===== src/design/ppm_frame_pulse_generator_core_macros.svh =====
// Assertion macros shared by the RTL that checks itself.
`ifndef PPM_FRAME_PULSE_GENERATOR_CORE_MACROS_SVH
`define PPM_FRAME_PULSE_GENERATOR_CORE_MACROS_SVH

// Condition must hold in the same cycle as the trigger.
`define PPM_ASSERT_SAME(label, trig, cond) \
    label: assert property (@(posedge clk) disable iff (!rst_n) (trig) |-> (cond)) \
        else $error("same-cycle check failed");

// Condition must hold in the cycle after the trigger.
`define PPM_ASSERT_NEXT(label, trig, cond) \
    label: assert property (@(posedge clk) disable iff (!rst_n) (trig) |=> (cond)) \
        else $error("next-cycle check failed");

`endif


===== src/design/ppm_pkg.sv =====
`timescale 1ns / 1ps
`default_nettype none

package ppm_pkg;

    // Frame geometry
    localparam int GAP_OFFSET = 9;
    localparam int END_TICKS  = 2;
    localparam int VALUE_MIN  = -8;
    localparam int VALUE_MAX  = 8;

    // Widths
    localparam int VALUE_W = 5;
    localparam int GAP_W   = 5;
    localparam int ADDR_W  = 4;
    localparam int DATA_W  = 32;

    typedef logic [1:0]                slot_t;
    typedef logic signed [VALUE_W-1:0] chan_val_t;
    typedef logic [GAP_W-1:0]          gap_t;

    // Slot after the three channels
    localparam slot_t END_SLOT = 2'd3;

    // Register indexes (paddr[3:2])
    typedef enum logic [1:0] {
        REG_FIRST  = 2'd0,
        REG_SECOND = 2'd1,
        REG_THIRD  = 2'd2,
        REG_NONE   = 2'd3
    } reg_idx_t;

    // Channel sequencer phases
    typedef enum logic [1:0] {
        PH_IDLE      = 2'd0,
        PH_HIGH      = 2'd1,
        PH_FIRST_LOW = 2'd2,
        PH_COUNT     = 2'd3
    } phase_t;

    // One output item
    typedef struct packed {
        logic  level;
        slot_t slot;
    } result_t;

    // Gap length for a channel value; out-of-range values close after one low tick
    function automatic gap_t gap_threshold(input chan_val_t value);
        gap_t thr;
        if (int'(value) < VALUE_MIN || int'(value) > VALUE_MAX) begin
            thr = gap_t'(1);
        end
        else begin
            thr = gap_t'(int'(value) + GAP_OFFSET);
        end
        return thr;
    endfunction

endpackage

`default_nettype wire


===== src/design/ppm_in_if.sv =====
`timescale 1ns / 1ps
`default_nettype none

interface ppm_in_if;
    logic valid;
    logic ready;
    logic restart;

    modport source (output valid, output restart, input ready);
    modport sink   (input valid, input restart, output ready);
endinterface

`default_nettype wire


===== src/design/ppm_out_if.sv =====
`timescale 1ns / 1ps
`default_nettype none

interface ppm_out_if;
    logic           valid;
    logic           ready;
    logic           level;
    ppm_pkg::slot_t slot;

    modport source (output valid, output level, output slot, input ready);
    modport sink   (input valid, input level, input slot, output ready);
endinterface

`default_nettype wire


===== src/design/ppm_frame_pulse_generator_core.sv =====
// A tick item's level and slot are registered in the output register, or in the skid entry while the output stalls.
// Throughput: one item per cycle while the skid entry is free; the sequencer state updates in the accepting cycle.
// A two-entry output buffer keeps input ready high for one extra item while
// the output side stalls.
// Reset (rst_n low, asynchronous): sequencer at channel 0 idle, channel values 0,
// output buffer empty.
`timescale 1ns / 1ps
`default_nettype none

`include "ppm_frame_pulse_generator_core_macros.svh"

module ppm_frame_pulse_generator_core (
    input  wire logic                         clk,
    input  wire logic                         rst_n,
    ppm_in_if.sink                            in_ch,
    ppm_out_if.source                         out_ch,
    input  wire logic                         psel,
    input  wire logic                         penable,
    input  wire logic                         pwrite,
    input  wire logic [ppm_pkg::ADDR_W-1:0]   paddr,
    input  wire logic [ppm_pkg::DATA_W-1:0]   pwdata,
    output logic      [ppm_pkg::DATA_W-1:0]   prdata,
    output logic                              pready
);

    import ppm_pkg::*;

    // Configuration registers
    chan_val_t first_reg;
    chan_val_t second_reg;
    chan_val_t third_reg;
    reg_idx_t  reg_idx;
    logic      cfg_write;

    // Sequencer state
    slot_t  slot_reg,  slot_next;
    phase_t phase_reg, phase_next;
    gap_t   gap_reg,   gap_next;

    // Working values for the current tick
    slot_t     slot_eff;
    phase_t    phase_eff;
    gap_t      gap_eff;
    gap_t      gap_inc;
    gap_t      thr;
    chan_val_t sel_value;
    slot_t     slot_inc;
    result_t   result;
    logic      in_accept;

    // Output buffer
    logic    out_valid_reg;
    result_t out_reg;
    logic    skid_valid_reg;
    result_t skid_reg;

    // APB access
    assign pready    = 1'b1;
    assign reg_idx   = reg_idx_t'(paddr[3:2]);
    assign cfg_write = psel && penable && pwrite && pready;

    always_ff @(posedge clk or negedge rst_n) begin
        if (!rst_n) begin
            first_reg  <= '0;
            second_reg <= '0;
            third_reg  <= '0;
        end
        else if (cfg_write) begin
            unique case (reg_idx)
                REG_FIRST:  first_reg  <= chan_val_t'(pwdata[VALUE_W-1:0]);
                REG_SECOND: second_reg <= chan_val_t'(pwdata[VALUE_W-1:0]);
                REG_THIRD:  third_reg  <= chan_val_t'(pwdata[VALUE_W-1:0]);
                default:    ;
            endcase
        end
    end

    // Read back the selected register
    always_comb begin
        unique case (reg_idx)
            REG_FIRST:  prdata = {{(DATA_W-VALUE_W){1'b0}}, first_reg};
            REG_SECOND: prdata = {{(DATA_W-VALUE_W){1'b0}}, second_reg};
            REG_THIRD:  prdata = {{(DATA_W-VALUE_W){1'b0}}, third_reg};
            default:    prdata = '0;
        endcase
    end

    // Take an item whenever the skid entry is free
    assign in_ch.ready = !skid_valid_reg;
    assign in_accept   = in_ch.valid && in_ch.ready;

    // Hold sequencer state between accepted ticks
    always_ff @(posedge clk or negedge rst_n) begin
        if (!rst_n) begin
            slot_reg  <= '0;
            phase_reg <= PH_IDLE;
            gap_reg   <= '0;
        end
        else if (in_accept) begin
            slot_reg  <= slot_next;
            phase_reg <= phase_next;
            gap_reg   <= gap_next;
        end
    end

    // Clear the sequencer view on restart
    assign slot_eff  = in_ch.restart ? slot_t'(0) : slot_reg;
    assign phase_eff = in_ch.restart ? PH_IDLE    : phase_reg;
    assign gap_eff   = in_ch.restart ? gap_t'(0)  : gap_reg;

    // Pick the gap length of the current channel
    always_comb begin
        unique case (slot_eff)
            2'd0:    sel_value = first_reg;
            2'd1:    sel_value = second_reg;
            default: sel_value = third_reg;
        endcase
        thr = gap_threshold(sel_value);
    end

    // Advance the sequencer by one tick
    always_comb begin
        gap_inc   = gap_eff + gap_t'(1);
        slot_inc  = slot_eff + slot_t'(1);

        slot_next    = slot_eff;
        phase_next   = phase_eff;
        gap_next     = gap_eff;
        result.level = 1'b0;

        if (slot_eff == END_SLOT) begin
            // Ending marker: high ticks, then wrap to channel 0
            gap_next     = gap_inc;
            result.level = 1'b1;
            if (gap_inc >= gap_t'(END_TICKS)) begin
                slot_next = '0;
            end
        end
        else begin
            unique case (phase_eff) inside
                PH_IDLE: begin
                    phase_next   = PH_HIGH;
                    result.level = 1'b1;
                end
                PH_HIGH: begin
                    phase_next = PH_FIRST_LOW;
                    gap_next   = '0;
                end
                PH_FIRST_LOW, PH_COUNT: begin
                    if (gap_inc >= thr) begin
                        // Gap closed: next channel's high tick, or the ending marker
                        slot_next    = slot_inc;
                        gap_next     = '0;
                        result.level = 1'b1;
                        phase_next   = (slot_inc == END_SLOT) ? PH_IDLE : PH_HIGH;
                    end
                    else begin
                        gap_next   = gap_inc;
                        phase_next = PH_COUNT;
                    end
                end
                default: ;
            endcase
        end

        result.slot = slot_next;
    end

    // Output register with a skid entry behind it
    always_ff @(posedge clk or negedge rst_n) begin
        if (!rst_n) begin
            out_valid_reg  <= 1'b0;
            skid_valid_reg <= 1'b0;
        end
        else if (out_valid_reg && !out_ch.ready) begin
            if (in_accept) begin
                skid_valid_reg <= 1'b1;
            end
        end
        else if (skid_valid_reg) begin
            out_valid_reg  <= 1'b1;
            skid_valid_reg <= 1'b0;
        end
        else begin
            out_valid_reg <= in_accept;
        end
    end

    // Payload moves without reset
    always_ff @(posedge clk) begin
        if (out_valid_reg && !out_ch.ready) begin
            if (in_accept) begin
                skid_reg <= result;
            end
        end
        else if (skid_valid_reg) begin
            out_reg <= skid_reg;
        end
        else if (in_accept) begin
            out_reg <= result;
        end
    end

    assign out_ch.valid = out_valid_reg;
    assign out_ch.level = out_reg.level;
    assign out_ch.slot  = out_reg.slot;

    // Checks
    `PPM_ASSERT_SAME(a_skid_behind_out, skid_valid_reg, out_valid_reg)
    `PPM_ASSERT_NEXT(a_stall_fills_skid, out_valid_reg && !out_ch.ready && in_accept,
                     skid_valid_reg)
    `PPM_ASSERT_SAME(a_end_marker_short, slot_reg == END_SLOT, gap_reg < gap_t'(END_TICKS))

endmodule

`default_nettype wire


===== src/flat_wrapper.sv =====
// flat-port wrapper written by rule: the top's interface ports become plain ports
module ppm_frame_pulse_generator_core_flat import ppm_pkg::*;
  (clk, rst_n, psel, penable, pwrite, paddr, pwdata, prdata, pready, in_ch_valid, in_ch_restart, in_ch_ready, out_ch_valid, out_ch_level, out_ch_slot, out_ch_ready);
  ppm_in_if in_ch_i ();
  ppm_out_if out_ch_i ();
  input  wire logic clk;
  input  wire logic rst_n;
  input  wire logic psel;
  input  wire logic penable;
  input  wire logic pwrite;
  input  wire logic [ppm_pkg::ADDR_W-1:0] paddr;
  input  wire logic [ppm_pkg::DATA_W-1:0] pwdata;
  output logic      [ppm_pkg::DATA_W-1:0] prdata;
  output logic pready;
  input wire logic [$bits(in_ch_i.valid)-1:0] in_ch_valid;
  input wire logic [$bits(in_ch_i.restart)-1:0] in_ch_restart;
  output wire logic [$bits(in_ch_i.ready)-1:0] in_ch_ready;
  output wire logic [$bits(out_ch_i.valid)-1:0] out_ch_valid;
  output wire logic [$bits(out_ch_i.level)-1:0] out_ch_level;
  output wire logic [$bits(out_ch_i.slot)-1:0] out_ch_slot;
  input wire logic [$bits(out_ch_i.ready)-1:0] out_ch_ready;
  assign in_ch_i.valid = in_ch_valid;
  assign in_ch_i.restart = in_ch_restart;
  assign in_ch_ready = in_ch_i.ready;
  assign out_ch_valid = out_ch_i.valid;
  assign out_ch_level = out_ch_i.level;
  assign out_ch_slot = out_ch_i.slot;
  assign out_ch_i.ready = out_ch_ready;
  ppm_frame_pulse_generator_core u_core (.clk(clk), .rst_n(rst_n), .in_ch(in_ch_i), .out_ch(out_ch_i), .psel(psel), .penable(penable), .pwrite(pwrite), .paddr(paddr), .pwdata(pwdata), .prdata(prdata), .pready(pready));
endmodule

===== config.mk =====
export PLATFORM = sky130hd
export DESIGN_NAME = ppm_frame_pulse_generator_core_flat
export DESIGN_NICKNAME = d
export VERILOG_FILES = /design/src/design/ppm_pkg.sv /design/src/design/ppm_in_if.sv /design/src/design/ppm_out_if.sv /design/src/design/ppm_frame_pulse_generator_core.sv /design/src/flat_wrapper.sv
export VERILOG_INCLUDE_DIRS = /design/src /design/src/design
export SDC_FILE = /design/constraint.sdc
export NUM_CORES = 1
export LEC_CHECK = 0
export BUFFER_PORTS_ARGS = -buffer_cell sky130_fd_sc_hd__buf_2
export CAP_MARGIN = 5
export CORE_MARGIN = 2
export CORE_UTILIZATION = 54
export CTS_CLUSTER_DIAMETER = 100
export DETAILED_ROUTE_END_ITERATION = 8
export GPL_TIMING_DRIVEN = 0
export PLACE_DENSITY = 0.93
export RECOVER_POWER = 100
export SYNTH_ARGS = -nofsm -noshare
export SYNTH_HDL_FRONTEND = slang
export SYNTH_SLANG_ARGS = --single-unit

===== constraint.sdc =====
create_clock -name clk -period 8.5 [get_ports clk]
set_clock_uncertainty 0.1 [all_clocks]
set_input_delay 1.7 -clock clk [delete_from_list [all_inputs] [get_ports clk]]
set_output_delay 1.7 -clock clk [all_outputs]
set_load 0.02 [all_outputs]

---- Word level (Yosys, flattened, before mapping) ----
Cells that the tools add are included.
word-level totals
  flip-flop bits (word level) ............. 32
  latch bits .............................. 0
  RAM bits ................................ 0
  memory bits (read-only) ................. 0
  bits of input ports ..................... 44
  output and inout port bits .............. 38
  logic and storage cells ................. 71
  memories kept ........................... 0
cells by class
  add/subtract/negate cells ............... 3
  $mul .................................... 0
  div/mod/pow operators ................... 0
  $lt $le $gt $ge ......................... 4
  equal/unequal tests ..................... 9
  shift operators ......................... 0
  mux-type cells .......................... 25
  bitwise logic cells ..................... 1
  reduce and logical (&&, ||, !) cells .... 17
operators by type and width
  operator                                                           number
  2-to-1 mux 5 bit                                                   4
  case mux 5 bit (2 select lines)                                    2
  2-to-1 mux 2 bit                                                   8
  case mux 5 bit (3 select lines)                                    1
  equality test 2 bit, second input constant                         5
  AND reduction 2 bit                                                5
  equality test 2 x 1 -> 1 bit, second input constant                3
  zero test 2 bit                                                    3
  2-to-1 mux 1 bit                                                   6
  2-to-1 mux 3 bit                                                   2
  case mux 2 bit (3 select lines)                                    1
  adder 5 x 1 -> 5 bit, second input constant                        1
  adder 5 bit, second input constant                                 1
  greater-or-equal comparator 5 x 2 -> 1 bit, second input constant  1
  greater-or-equal comparator 5 bit                                  1
  greater-than comparator 5 bit, second input constant               1
  < comparator 5 x 4 -> 1 bit, second input constant                 1
  logical AND 1 bit                                                  4
  adder 2 x 1 -> 2 bit, second input constant                        1
  zero test 1 bit                                                    2
  inequality test 2 x 1 -> 1 bit, second input constant              1
  case mux 1 bit (2 select lines)                                    1
  nonzero test 2 bit                                                 1
  OR reduction 2 bit                                                 1
  2 further kinds                                                    2

---- Longest topological paths before layout ----
Gate-level depths: netlist of run 1.
  depth in word-level cells ............... 12
  depth in mapped cells ................... 16
  mapped depth without buffers ............ 15

---- Worst setup path after synthesis of run 1 ----
No wires, ideal clock.
  path kind ............................... input to register
  from .................................... in in_ch_restart
  to ...................................... reg u_core.out_reg (netlist bit u_core.out_ch.level), data pin
  library setup time ...................... 0.260 ns
  arrival time ............................ 4.472 ns
  required time ........................... 8.140 ns
  slack ................................... 3.668 ns
  stages on the path ...................... 16
  buffers on the path ..................... 1
  path through ............................ buf_6 > inv_1 > nand2_1 > ha_1 > a22o_1 > mux2i_1 > ha_1 > inv_1 > o21ai_0 > nand3_1 > ha_1 > nand2b_1 > a31oi_1 > o22a_1 > nand3_1 > mux2_2
RTL lines
  item                    line                                   source
  start: declaration      flat_wrapper.sv:16                     input wire logic [$bits(in_ch_i.restart)-1:0] in_ch_restart;
  end signal: assignment  ppm_frame_pulse_generator_core.sv:197  out_reg <= skid_reg;
  end signal: assignment  ppm_frame_pulse_generator_core.sv:200  out_reg <= result;
  end: declaration        ppm_frame_pulse_generator_core.sv:53   result_t out_reg;

==> out/metrics.csv, run 1 <==
metric;value;unit
largest net degree at the start of global routing;27;
number of gates resized after CTS;0;
type of the worst min-delay path;flop to flop;
post-DR wirelength/cell;13.59;um
worst-case headroom to the max-slew limit;6.354;%
period utilisation layout;63.88;%
Tot GR Track Use;20.87;%
clk slew on worst S/H paths;0.07;ns
root buffer selected by CTS;sky130_fd_sc_hd__clkbuf_8;
cell leakage power;0.001234;uW
half-perimeter wire length after detailed placement;3401;um
share of cells above drive strength 1;26.24;%
total of buffers placed on input and output ports;23;
Setup TNS Final;0;ns
met3 Resource Use GR;3.125;%
reg-to-reg setup timing slack;4.64;ns
TritonCTS Sinks;32;
Clk Latency, worst-skew pair;0.29;ns
first-pass GRT wire length;7210;um
number of hold violations in the final report;0;
dominant synthesized flop cell;sky130_fd_sc_hd__dfrtp_1;
count of cell types in the netlist;50;
Multi-input gate area;0.001217;mm2
Post-synth top cells;28 x sky130_fd_sc_hd__buf_4, 26 x sky130_fd_sc_hd__dfrtp_1, 18 x sky130_fd_sc_hd__nand2_1, 18 x sky130_fd_sc_hd__nor2_1, 16 x sky130_fd_sc_hd__mux2_2;
Post-DRT Antenna Nets;0;
initial antenna violation count;0;
nature of the critical path endpoint;flop;
met2 capacity usage during global routing;36.29;%
number of diodes added for antenna fixing;0;
Hold WS;0.4363;ns
async set or reset register ratio after synthesis;81.25;%
total power density per cell area;228.0;mW/mm2
number of buffers inserted during clock tree synthesis;5;
grt peak-use layer;met2;
Post-CTS Setup Inserts;0;
post-route minimum period;5.430;ns
die height;68.19;um
top area cells in the synthesized netlist;sky130_fd_sc_hd__dfrtp_1 29%, sky130_fd_sc_hd__buf_4 9.4%, sky130_fd_sc_hd__edfxtp_1 8.1%;
CTS Hold Bufs;0;
overall routed net length;4513;um
area share of the largest cell type after synthesis;29.25;%
chip width;68.19;um
type of element launching the critical path;primary input;
reported max-cap violation count;0;
synthesized area per cell;9.887;um2
VDD IR max;0.0001421;V
1st-pass router iterations;4;
area taken by flip-flops and latches;830.8;um2
number of flops mapped to enable cells by yosys;6;
synthesized instance count;225;
CTS tree;yes;
maximum frequency from static timing analysis;0.1842;GHz
P&R area growth vs syn;15.30;%
Power Total;584.9;uW
top fanout value on the critical path;10;
sequential area share after synthesis;37.35;%
met1 Usage GRT;25.42;%
transition time of the tightest slew-check pin;1.405;ns
final routed DRC violation total;0;
via count of the first global-routing pass;1613;
number of max-slew violations in the final report;0;
post-detailed-route via-to-cell ratio;5.196;
netlist area before placement;0.002225;mm2
biggest area consumer among synthesized cells;sky130_fd_sc_hd__dfrtp_1;
Setup-failing EPs final;0;
routability cong.;0.8284;
row cnt;23;
global-route congestion overflow total;0;
arrival time reported for the critical path endpoint;5.36;ns
WP data required;8.44;ns
category of the critical setup timing path;primary input to flop;
starting utilization of the core area;56.02;%
count of warnings emitted by yosys;0;
vias;1725;
count of filler cells inserted in the layout;322;
count of state elements after synthesis;32;
placeable core region;0.003971;mm2
unrepaired setup endpoints after global routing;no;
status;complete, no violations;
count of routing violations after the opening detailed-route iteration;88;
NumNets Final;335;
maximum level of the CTS H-tree;2;
num ports;82;
Max Buffers Root-to-Sink;2;
Die Outline Area;0.004649;mm2
cell with the most instances after synthesis;sky130_fd_sc_hd__buf_4;
critical path, cell delays in order:
cell                        delay (ns)
sky130_fd_sc_hd__clkbuf_1         0.14
sky130_fd_sc_hd__clkbuf_1         0.29
sky130_fd_sc_hd__inv_1            0.29
sky130_fd_sc_hd__nand2_1          0.09
sky130_fd_sc_hd__ha_1             0.25
sky130_fd_sc_hd__a22o_1           0.25
sky130_fd_sc_hd__mux2i_1          0.29
sky130_fd_sc_hd__inv_1            0.13
sky130_fd_sc_hd__ha_1             0.26
sky130_fd_sc_hd__nand2_1          0.07
sky130_fd_sc_hd__o2111ai_1        0.10
sky130_fd_sc_hd__ha_1             0.32
sky130_fd_sc_hd__a21o_1           0.15
sky130_fd_sc_hd__a31oi_1          0.28
sky130_fd_sc_hd__o22a_1           0.32
sky130_fd_sc_hd__nand3_1          0.14
sky130_fd_sc_hd__mux2_2           0.28
kinds of logic after synthesis:
| group | Yosys count | synth area share, % |
|---|---|---|
| mux | 23 | 11.47 |
| xor+xnor | 2 | 0.7875 |
| simple gates | 71 | 16.65 |
| other cells | 2 | 0.3376 |
| compound gates | 44 | 15.64 |
| fa+ha+maj | 10 | 5.624 |
| flops | 32 | 37.35 |
| buf+inv | 41 | 12.15 |
metal layers:
layer  wire [um]  up-vias
met5           0        -
met4          87        0
met3         233        8
met2        2339       61
met1        1853      793
li1            -      863
power breakdown:
| group | total, uW | internal, uW | switching (uW) | leakage, uW |
|---|---|---|---|---|
| clock | 120 | 64.5 | 55.6 | 0.0000510 |
| sequential | 215 | 191 | 24.2 | 0.000381 |
| combinational | 250 | 103 | 147 | 0.000801 |
| total | 585 | 358 | 227 | 0.00123 |
per-stage QoR:
step           instance area [um2]  utilization (%)  std cells  setup slack [ns]
4_1_cts                       2592            65.28        332             3.335
5_1_grt                       2565            64.59        332             2.710
3_3_place_gp                  2500            62.95        324             3.103
6_report                      2565            64.59        332             3.070
3_5_place_dp                  2500            62.95        324             3.029
2_1_floorplan                 2322                -        251             3.668
area by class of cell:
type	count	area share [%]
multi-input combinational	178	47.46
sequential	32	32.39
buffer	33	9.073
timing repair buffer	23	3.854
clock buffer	6	3.220
tap	50	2.439
inverter	8	1.171
clock inverter	2	0.3902
path summary, 6_finish.rpt:
kind / depth (start not counted) / start / end
setup / recovery: 17 / in_ch_restart / u_core.out_ch.level
max in group asynchronous: 1 / rst_n / u_core.first_reg[3]
hold / removal: 1 / u_core.gap_reg[4] / u_core.gap_reg[4]
hold reg to reg: 1 / u_core.gap_reg[4] / u_core.gap_reg[4]
min in group asynchronous: 1 / rst_n / u_core.first_reg[4]
setup reg to reg: 15 / u_core.slot_reg[1] / u_core.out_ch.level
placed cells by master, fill, tap and decap left out, types with 6 or more instances in the layout:
| master | n |
|---|---|
| sky130_fd_sc_hd__dfrtp_1 | 26 |
| sky130_fd_sc_hd__nand2_1 | 18 |
| sky130_fd_sc_hd__nand3_1 | 7 |
| sky130_fd_sc_hd__mux2i_1 | 6 |
| sky130_fd_sc_hd__clkbuf_8 | 6 |
| sky130_fd_sc_hd__buf_4 | 28 |
| sky130_fd_sc_hd__o21ai_0 | 10 |
| sky130_fd_sc_hd__nand2b_1 | 6 |
| sky130_fd_sc_hd__mux2_2 | 16 |
| sky130_fd_sc_hd__clkbuf_1 | 15 |
| sky130_fd_sc_hd__conb_1 | 28 |
| sky130_fd_sc_hd__nor2_1 | 18 |
| sky130_fd_sc_hd__inv_1 | 8 |
| sky130_fd_sc_hd__ha_1 | 10 |
| sky130_fd_sc_hd__buf_2 | 13 |
| sky130_fd_sc_hd__edfxtp_1 | 6 |
No activity file was read; power rests on OpenSTA's default activity.
==> run 2: changes to the inputs <==
CORE_UTILIZATION = 50   (was 54)
PLACE_DENSITY = 0.88   (was 0.93)
clock period = 5.2 ns   (was 8.5 ns; I/O delays follow)
==> run 2 against run 1 <==
Sequential power rose by 64%. Clock power rose by 81%. Critical endpoint unchanged. Final cell count rose by 0.60%.
==> out/metrics.csv, run 2 (synthesized netlist as in run 1, its figures left out) <==
metric;value;unit
arrival time reported for the critical path endpoint;4.49;ns
cell leakage power;0.001240;uW
half-perimeter wire length after detailed placement;3417;um
WP data required;5.14;ns
Clk Latency, worst-skew pair;0.28;ns
total power density per cell area;375.1;mW/mm2
highest-count cells in the layout ignoring fill and taps;28 x sky130_fd_sc_hd__buf_4, 28 x sky130_fd_sc_hd__conb_1, 26 x sky130_fd_sc_hd__dfrtp_1;
met2 capacity usage during global routing;31.88;%
num ports;82;
Post-DRT Antenna Nets;0;
worst-case headroom to the max-slew limit;6.761;%
period utilisation layout;87.47;%
reported max-cap violation count;0;
row cnt;24;
CTS tree;yes;
Tot GR Track Use;18.17;%
critical path's top delay family;compound AO/OA/AOI/OAI gates;
total of buffers placed on input and output ports;23;
post-detailed-route via-to-cell ratio;5.231;
number of diodes added for antenna fixing;0;
routability cong.;0.8050;
chip width;70.70;um
global-route congestion overflow total;0;
grt peak-use layer;met2;
met1 Usage GRT;21.58;%
final routed DRC violation total;0;
total internal power;602.7;uW
Gate power share;41.4;%
Placed Cells incl. Taps;326;
unrepaired setup endpoints after global routing;no;
met3 Resource Use GR;3.704;%
category of the critical setup timing path;primary input to flop;
Setup-failing EPs final;0;
nature of the critical path endpoint;flop;
maximum level of the CTS H-tree;2;
top fanout value on the critical path;10;
most used cell along the critical path;sky130_fd_sc_hd__ha_1;
area taken by flip-flops and latches;830.8;um2
via count of the first global-routing pass;1644;
Setup TNS Final;0;ns
CTS Hold Bufs;0;
root buffer selected by CTS;sky130_fd_sc_hd__clkbuf_8;
Die Outline Area;0.004998;mm2
share of cells above drive strength 1;26.60;%
count of routing violations after the opening detailed-route iteration;73;
placeable core region;0.004324;mm2
switching power;368.3;uW
Multi-input gate area;0.001217;mm2
first-pass GRT wire length;7231;um
initial antenna violation count;0;
post-DR wirelength/cell;13.32;um
maximum frequency from static timing analysis;0.2198;GHz
TritonCTS Sinks;32;
overall routed net length;4448;um
share of total power consumed by net switching;37.93;%
VDD IR max;0.0002356;V
status;complete, no violations;
number of max-slew violations in the final report;0;
clock share of power;22.3;%
Post-CTS Setup Inserts;0;
NumNets Final;335;
number of hold violations in the final report;0;
clk slew on worst S/H paths;0.07;ns
type of element launching the critical path;primary input;
largest net degree at the start of global routing;27;
number of buffers inserted during clock tree synthesis;5;
Max Buffers Root-to-Sink;2;
die height;70.70;um
starting utilization of the core area;51.45;%
number of cells in the finished layout apart from fillers;334;
transition time of the tightest slew-check pin;1.399;ns
sequential power share;36.3;%
Largest stage delay, worst path;0.30;ns
P&R area growth vs syn;16.37;%
number of gates resized after CTS;0;
count of filler cells inserted in the layout;382;
post-route minimum period;4.549;ns
type of the worst min-delay path;flop to flop;
1st-pass router iterations;4;
Slowest cell on crit path;sky130_fd_sc_hd__ha_1;
crit path buf inv count;4;
vias;1747;
chain of cells forming the critical path;clkbuf_1 > buf_6 > inv_1 > nand2_1 > ha_1 > a22o_1 > mux2i_1 > inv_1 > ha_1 > and3_1 > o21ai_0 > ha_1 > a21oi_1 > o22a_1 > nand3_1 > mux2_2;
run 2: changes by cell type in the layout (fill, tap and decap cells not counted):
cell	previous run	this run
sky130_fd_sc_hd__clkinv_2	2	1
sky130_fd_sc_hd__buf_6	0	1
sky130_fd_sc_hd__clkbuf_16	0	1
sky130_fd_sc_hd__clkinvlp_4	0	1
sky130_fd_sc_hd__clkbuf_8	6	5
sky130_fd_sc_hd__clkbuf_1	15	14
run 2: layer usage:
layer / share of wire, % / vias up
met4: 2.1 / 0
met1: 41 / 823
met5: 0 / -
met2: 52 / 53
met3: 4.6 / 9
li1: - / 862
run 2: worst paths after layout:
check	depth (start not counted)	slack, ns	from	end
worst max-delay path	16	0.65	in_ch_restart	u_core.out_ch.level
worst max register to register	14	1.40	u_core.slot_reg[1]	u_core.out_ch.level
worst min register to register	1	0.43	u_core.gap_reg[1]	u_core.gap_reg[1]
worst min-delay path	1	0.43	u_core.gap_reg[1]	u_core.gap_reg[1]
max in group asynchronous	1	3.21	rst_n	u_core.out_ch.valid
min in group asynchronous	1	0.96	rst_n	u_core.first_reg[2]
run 2: cell type report:
type	count	area share (%)
Multi-Input combinational cell	178	47.03
Sequential cell	32	32.09
Buffer	33	9.280
Timing Repair Buffer	23	3.818
Clock buffer	6	3.625
Tap cell	52	2.513
Inverter	8	1.160
Clock inverter	2	0.4833
run 2: power groups by stage:
| stage | Sequential [uW] | Clock (uW) | Combinational, uW |
|---|---|---|---|
| 2_1_floorplan | 351 | 0 | 312 |
| 3_3_place_gp | 352 | 0 | 390 |
| 3_5_place_dp | 355 | 0 | 402 |
| 4_1_cts | 350 | 222 | 406 |
| 5_1_grt | 357 | 234 | 447 |
| 6_report | 353 | 217 | 402 |
run 2: stage by stage:
stage / total power (uW) / cell area, um2 / worst slack, ns / util (%) / hold slack (ns)
2_1_floorplan: 663.0 / 2322 / 1.028 / - / 0.3864
3_3_place_gp: 741.7 / 2502 / 0.4586 / 57.87 / 0.3940
3_5_place_dp: 757.2 / 2502 / 0.3743 / 57.87 / 0.4147
4_1_cts: 978.1 / 2609 / 0.6869 / 60.33 / 0.4302
5_1_grt: 1039 / 2589 / 0.3141 / 59.87 / 0.4700
6_report: 971.1 / 2589 / 0.6514 / 59.87 / 0.4318
==> run 3: changes to the inputs <==
CORE_UTILIZATION = 44   (was 50)
PLACE_DENSITY = 0.79   (was 0.88)
==> run 3 against run 2 <==
First-iteration DRC count fell by 5.5%. Sequential power about the same. Combinational power hardly changed. Final area up 0.48%. Via count is 1.4% lower. Non-clock buffer count unchanged. Maximum frequency is 0.90% lower. Register-to-register slack lost 0.08 ns. Wire length decreased by 0.70%. Hold slack worse by 0.011 ns. Critical path depth is 1 higher. Die area grew 13%. Critical path type unchanged. Largest cell class unchanged.
==> out/metrics.csv, run 3 (synthesized netlist as in run 1, its figures left out) <==
metric;value;unit
WP data required;5.14;ns
1st-pass router iterations;4;
Post-CTS Setup Inserts;0;
number of diodes added for antenna fixing;0;
root buffer selected by CTS;sky130_fd_sc_hd__clkbuf_8;
VDD IR max;0.0002196;V
CTS Hold Bufs;0;
Max Buffers Root-to-Sink;2;
Clk Latency, worst-skew pair;0.28;ns
first-pass GRT wire length;7058;um
clk slew on worst S/H paths;0.07;ns
worst-case headroom to the max-slew limit;6.395;%
die height;75.11;um
via count of the first global-routing pass;1572;
global-route congestion overflow total;0;
number of hold violations in the final report;0;
post-detailed-route via-to-cell ratio;4.934;
post-route minimum period;4.590;ns
Die Outline Area;0.005641;mm2
arrival time reported for the critical path endpoint;4.53;ns
nature of the critical path endpoint;flop;
final routed DRC violation total;0;
num ports;82;
count of routing violations after the opening detailed-route iteration;69;
NumNets Final;335;
top fanout value on the critical path;10;
TritonCTS Sinks;32;
Tot GR Track Use;16.62;%
starting utilization of the core area;46.48;%
vias;1722;
period utilisation layout;88.27;%
chip width;75.11;um
reg2reg start;u_core.slot_reg[1];
number of gates resized after CTS;0;
cell leakage power;0.001239;uW
maximum level of the CTS H-tree;2;
Critical Path End;u_core.out_ch.level;
Critical Path Source;in_ch_restart;
number of buffers inserted during clock tree synthesis;5;
Worst R2R Path Depth;15;
Critical R2R Capture;u_core.out_ch.level;
Setup-failing EPs final;0;
Post-DRT Antenna Nets;0;
routability cong.;0.8214;
status;complete, no violations;
placeable core region;0.004786;mm2
total of buffers placed on input and output ports;23;
post-DR wirelength/cell;12.66;um
unrepaired setup endpoints after global routing;no;
CTS tree;yes;
placed cell areas;0.002521;mm2
final cell area excluding filler cells;0.002601;mm2
most used cell along the critical path;sky130_fd_sc_hd__ha_1;
half-perimeter wire length after detailed placement;3402;um
type of the worst min-delay path;flop to flop;
Setup TNS Final;0;ns
reported max-cap violation count;0;
type of element launching the critical path;primary input;
row cnt;25;
Slowest cell on crit path;sky130_fd_sc_hd__o22a_1;
number of max-slew violations in the final report;0;
total power density per cell area;370.0;mW/mm2
category of the critical setup timing path;primary input to flop;
P&R area growth vs syn;16.93;%
transition time of the tightest slew-check pin;1.404;ns
largest net degree at the start of global routing;27;
reg-to-reg setup timing slack;1.32;ns
overall routed net length;4417;um
highest-count cells in the layout ignoring fill and taps;28 x sky130_fd_sc_hd__buf_4, 28 x sky130_fd_sc_hd__conb_1, 26 x sky130_fd_sc_hd__dfrtp_1;
Largest stage delay, worst path;0.31;ns
maximum frequency from static timing analysis;0.2179;GHz
share of cells above drive strength 1;26.24;%
chain of cells forming the critical path;clkbuf_1 > buf_6 > inv_1 > nand2_1 > ha_1 > a22o_1 > mux2i_1 > ha_1 > inv_1 > o21ai_0 > nand3_1 > ha_1 > nand2b_1 > a31oi_1 > o22a_1 > nand3_1 > mux2_2;
hold path cells;1;
initial antenna violation count;0;
## run 3: worst min-delay path by stage
stage	from	end	slack [ns]
floorplan	u_core.gap_reg[4]	u_core.gap_reg[4]	0.39
global placement	u_core.gap_reg[4]	u_core.gap_reg[4]	0.41
detailed placement	u_core.gap_reg[4]	u_core.gap_reg[4]	0.41
CTS	u_core.gap_reg[4]	u_core.gap_reg[4]	0.42
global route	u_core.gap_reg[4]	u_core.gap_reg[4]	0.45
finish	u_core.gap_reg[4]	u_core.gap_reg[4]	0.42
## run 3: final cells by class
cell class | count | area [um2]
fill | 422 | 2185
multi-input combinational | 178 | 1217
sequential | 32 | 830.8
buffer | 33 | 240.2
clock buffer | 8 | 100.1
timing repair buffer | 23 | 98.84
tap | 67 | 83.83
inverter | 8 | 30.03
## run 3: critical path: cells and delay by family
kind	cells	cell delay, ns
AOI/OAI and AO/OA	4	1.09
adders and majority gates	3	0.74
muxes	2	0.57
buffers and inverters	4	0.59
and+or+nand+nor	4	0.48
## run 3: metrics by stage
step	total power (uW)	util [%]	hold WS (ns)	worst slack, ns	cells
6_report	962.4	54.35	0.4203	0.6102	349
5_1_grt	1027	54.35	0.4469	0.4112	349
4_1_cts	970.7	54.77	0.4240	0.6671	349
3_5_place_dp	758.5	52.68	0.4108	0.3667	341
3_3_place_gp	744.4	52.68	0.4094	0.4155	341
2_1_floorplan	663.0	-	0.3864	1.028	251
## run 3: where the power goes
part | switching (uW) | internal [uW] | total (uW) | leakage, uW
combinational | 234 | 168 | 402 | 0.000806
sequential | 39.3 | 312 | 352 | 0.000381
clock | 87.9 | 121 | 209 | 0.0000515
## run 3: routing by layer
metal / vias to the layer above / wire length [um] / global-route usage (%)
li1: 867 / - / -
met4: 0 / 87 / 7.341
met2: 30 / 2173 / 26.61
met5: - / 0 / 0
met3: 9 / 188 / 3.614
met1: 816 / 1967 / 21.64
